==> src/rtl/psa_div.sv <==
`timescale 1ns / 1ps

// restoring divider, one quotient bit per cycle, quotient known to fit in QW bits
module psa_div #(
  parameter int NW = 24,
  parameter int DW = 17,
  parameter int QW = 8
) (
  input  logic          clk,
  input  logic          rst,
  input  logic          start,
  input  logic [NW-1:0] num,
  input  logic [DW-1:0] den,
  output logic          done,
  output logic [QW-1:0] quo,
  output logic [NW-1:0] rem
);

  localparam int MW = (NW > DW + QW) ? NW : DW + QW;
  localparam int CW = $clog2(QW + 1);

  logic [MW-1:0] dsh;
  logic [CW-1:0] cnt;
  logic          take;

  assign take = MW'(rem) >= dsh;
  assign done = (cnt == '0);

  always_ff @(posedge clk) begin
    if (rst) begin
      cnt <= '0;
    end else if (start) begin
      cnt <= CW'(QW);
    end else if (cnt != '0) begin
      cnt <= cnt - 1'b1;
    end
  end

  always_ff @(posedge clk) begin
    if (start) begin
      rem <= num;
      dsh <= MW'(den) << (QW - 1);
      quo <= '0;
    end else if (cnt != '0) begin
      if (take) begin
        rem <= NW'(MW'(rem) - dsh);
      end
      quo <= {quo[QW-2:0], take};
      dsh <= dsh >> 1;
    end
  end

endmodule
==> config.mk <==
export PLATFORM = sky130hd
export DESIGN_NAME = psa_div
export DESIGN_NICKNAME = d
export VERILOG_FILES = /design/src/rtl/psa_div.sv
export SDC_FILE = /design/constraint.sdc
export NUM_CORES = 1
export LEC_CHECK = 0
export BUFFER_PORTS_ARGS = -buffer_cell sky130_fd_sc_hd__clkbuf_2
export CAP_MARGIN = 30
export CORE_ASPECT_RATIO = 0.6
export CORE_MARGIN = 1
export CORE_UTILIZATION = 55
export CTS_CLUSTER_DIAMETER = 30
export DETAILED_ROUTE_END_ITERATION = 10
export GPL_TIMING_DRIVEN = 1
export PLACE_DENSITY_LB_ADDON = 0.08
export SLEW_MARGIN = 10
export SYNTH_ARGS = -nofsm -noshare
export SYNTH_HDL_FRONTEND = slang
export SYNTH_SLANG_ARGS = --single-unit
==> constraint.sdc <==
create_clock -name clk -period 3.7 [get_ports clk]
set_input_delay 0.925 -clock clk [delete_from_list [all_inputs] [get_ports clk]]
set_output_delay 0.925 -clock clk [all_outputs]
set_load 0.03 [all_outputs]
# Word level (Yosys, flattened, before mapping)
# Index checks and enable logic that the tools add are counted.
dict set report totals {
  reg_bits 60
  inputBits 44
  out_inout_bits 33
  wordCells 22
}
dict set report op_classes {
  addsub 2
  n_lt_le_gt_ge 1
  n_mux 7
  reduce_logical 6
}
# cell count
set ops {}
lappend ops {{two-way mux 24 bit} 5}
lappend ops {{>= comparator 24 bit} 1}
lappend ops {{subtractor 24 bit} 1}
lappend ops {{two-way mux 4 bit} 2}
lappend ops {{logical NOT 4 bit} 1}
lappend ops {{nonzero test 2 bit} 2}
lappend ops {{nonzero test 4 bit} 1}
lappend ops {{subtractor 4 x 1 -> 4 bit, second input constant} 1}
lappend ops {{AND reduction 2 bit} 1}
lappend ops {{OR reduction 2 bit} 1}

# Longest topological paths before layout
dict set report logic_depth {
  ltp_word 4
  mapped_depth 11
  ltp_nobuf 11
}

# Least setup slack after synthesis
# OpenSTA, ideal clock, no wires.
dict set report synth_timing {
  kind {register -> register}
  start {reg rem[19]}
  end {reg rem[0] (enable)}
  setup_ps 408
  arrival_time_ps 2975
  required_time_ps 3292
  setup_slack_ps 317
  path_stages_with_launch 10
  path_buffers 1
  period_less_slack_ps 3383
  cell_sequence {edfxtp_1 > ha_1 > clkbuf_1 > nand4_1 > nor3_1 > nand3_1 > nand2_1 > o21a_1 > a311oi_1 > o21ai_1}
}
dict set report synth_via {
  elab_chain_cells 3
}
# item line
set synth_lines {}
lappend synth_lines {{from (decl)} 16} ;# output logic [NW-1:0] rem
lappend synth_lines {{from (signal assigned)} 41} ;# rem <= num;
lappend synth_lines {{from (signal assigned)} 46} ;# rem <= NW'(MW'(rem) - dsh);
lappend synth_lines {{>= comparator 24 bit} 26} ;# assign take = MW'(rem) >= dsh;
lappend synth_lines {{nonzero test 2 bit (no source line)} n/a}
lappend synth_lines {{AND reduction 2 bit (no source line)} n/a}
# No other way between the ends.
# A chain may end at the register's enable or synchronous reset.

# Worst setup path in the final report
# Ends and elaborated chain as after synthesis.

==> impl_metrics.yaml <==
run_status:
  status: "finished, final reports clean"
final_layout:
  synthToLayoutAreaGrowth_pct: 17.7
  stdcell_area_um2: 4330
  regArea_um2: 1610
  layout-drive-gt1-share: 0.218
  multiInputGateArea_um2: 1870
  instances_no_fill: 575
  fill_cells: 523
  diodes: 0
  utilization: 0.690
  nNetsFinal: 556
sta:
  setup_violations: 0
  maxSlewViolCount: 0
  clock_skew_ns: 0.00732
  max_freq_ghz: 0.360
  worstMarginPinSlew_ns: 0.483
  finalCritPeriodShare: 0.752
  relSlewSlack: 0.678
  fin_tns_setup_ns: 0
  finalHoldViolCount: 0
  finalCriticalPeriod_ns: 2.78
  rsz0062_at_grt: "false"
detailed_routing:
  ant_nets: 0
  routed-wl-met2_mm: 3.58
  top_layer: "met4"
  avgRoutedWirePerCell_um: 15.3
  wl_mm: 8.82
  via_count: 3194
  drtIter0Drc: 224
  wl_met1_mm: 4.41
  vias_per_cell: 5.55
  wl_met3_um: 694
  drt_first_pass_iters: 7
  drc: 0
cts:
  clock-sinks: 60
  cts_buffers: 9
  post_cts_buffers: 0
  cts_hold_buf: 0
  cts.reportedPaths.clkPinSlew_ns: 0.07
  cts-resized-gates: 0
  cts_tree: "built"
  clk-insertion-delay-late_ns: 0.36
  cts_buffer_depth: 2
  clockRootBuffer: "clkbuf_8"
  cts_htree_levels: 3
setup_path:
  path_buf_inv: 1
  criticalPathCategory: "flop to flop"
  worst_path_largest_cell_delay_ns: 0.43
  cpLargestDelayFamily: "compound AO/OA/AOI/OAI gates"
  crit_path_end_kind: "flop"
  required_ns: 3.82
  worstPathCellList: "ha_1 -> a21oi_1 -> o21ai_0 -> a31oi_1 -> nor2_1 -> o21a_1 -> a311oi_1 -> o21ai_2 -> buf_12"
  cp_max_fo: 19
  cp.arrival_ns: 2.90
  r2r_slack_ns: 0.92
  crit_path_top_delay_cell: "ha_1"
  startpoint_type: "flop"
synth:
  syn_nets: 483
  synth_ff_type: "edfxtp_1"
  syn_inst: 413
  yosysSeqAreaShare: 0.438
  syn_area_per_cell_um2: 8.91
  ys_types: 48
  ys_seq_elements: 60
  syn_area_um2: 3680
  synthArstFlopShare: 0
  synth-edff-count: 41
  yosys_warnings: 0
floorplanning:
  initial_core_util: 0.587
  die_y_um: 65.4
  die-area_um2: 7030
  die_w_um: 108
  core_region_area_um2: 6280
  rows: 22
  boundaryPins: 77
grt:
  antenna_found_initial: 0
  grt_overflow: 0
  grt_pass1_wl_mm: 14.6
  grt_max_degree: 53
  grt_pass1_vias: 2994
  grt_usage: 0.279
worst_hold_path:
  hold_class: "flop to flop"
pwr:
  ir_drop_uv: 563
  powerDensity_nw_per_um2: 871
  total_power_w: 0.00377
  p_leak_nw: 1.84
flow_run:
  maxCapViolCount: 0
placement:
  dp_hpwl_mm: 6.34
  dp.cells: 559
  place_area_um2: 4150
  place_congestion: 0.912
  io_buffer_count: 76
==> Yosys cell counts (all sizes together), types with 5 or more instances <==
library cell	instances	area [um2]
xor2	10	87.6
o21ai	36	184
xnor2	10	87.6
clkbuf	17	63.8
nand4	5	31.3
ha	25	313
o31ai	17	128
dfxtp	19	380
nor2	14	52.6
a31oi	6	52.6
nand2b	6	37.5
edfxtp	41	1230
inv	33	124
a21o	6	47.6
nand2	87	327
a21oi	38	194
nand3	6	30.0
==> flip-flops by register name (all words and copies together), names as in the netlist <==
| signal | cells |
|---|---|
| dsh | 24 |
| quo | 8 |
| rem | 24 |
| cnt | 4 |
==> path summary, 6_finish.rpt <==
check / depth (start not counted) / to / startpoint
min: 2 / quo[4] / quo[4]
max reg2reg: 9 / rem[0] / rem[19]
max: 9 / rem[0] / rem[19]
min reg2reg: 2 / quo[4] / quo[4]
==> cell families after synthesis <==
group           synth area share
xor+xnor                  0.0476
mux                      0.00850
buf+inv                   0.0547
simple gates               0.147
compound gates             0.214
fa+ha+maj                 0.0904
flops                      0.438
==> final cells by class <==
class | instances | area share
inverter | 33 | 0.0286
multi-input combinational | 300 | 0.432
tap | 84 | 0.0243
timing repair buffer | 82 | 0.101
clock inverter | 6 | 0.0127
clock buffer | 10 | 0.0295
sequential | 60 | 0.372
==> report_power, final <==
group	internal (W)	switching (W)	total (W)	leakage (nW)
clock network	0.000304	0.000277	0.000581	0.0911
registers	0.000960	0.000103	0.00106	0.579
logic	0.000767	0.00136	0.00213	1.17
==> layer usage <==
layer | up-vias | track usage
met3 | 13 | 0.0903
met4 | 0 | 0.0959
met1 | 1458 | 0.397
met5 | - | 0
li1 | 1606 | -
met2 | 117 | 0.397
==> stage by stage <==
| step | setup slack [ns] | hold WS, ns |
|---|---|---|
| floorplan | 0.317 | 0.436 |
| detailed placement | 0.978 | 0.453 |
| global route | 0.702 | 0.483 |
| finish | 0.919 | 0.466 |
| CTS | 0.967 | 0.463 |
| global placement | 1.07 | 0.440 |
==> cells in the final DEF (no fill, tap or decap), types with 4 or more instances in the layout <==
cell type   n
nand3_1     6
ha_1       25
buf_4       5
o31ai_1    17
a31oi_1     5
a21oi_1    37
o21ai_1    23
nand4_1     5
xnor2_1    10
xor2_1     10
a21o_1      4
nand2b_1    6
inv_1      32
clkbuf_2   75
nand2_1    87
nor2_1     14
edfxtp_1   41
o21ai_0    11
dfxtp_1    19
clkbuf_8    9
==> worst register-to-register path, stage by stage, from the launching register on <==
cell,delay (ns)
edfxtp_1,0.41
ha_1,0.43
a21oi_1,0.31
o21ai_0,0.15
a31oi_1,0.20
nor2_1,0.07
o21a_1,0.17
a311oi_1,0.37
o21ai_2,0.21
buf_12,0.22
Power figures use the tool's default switching activity.
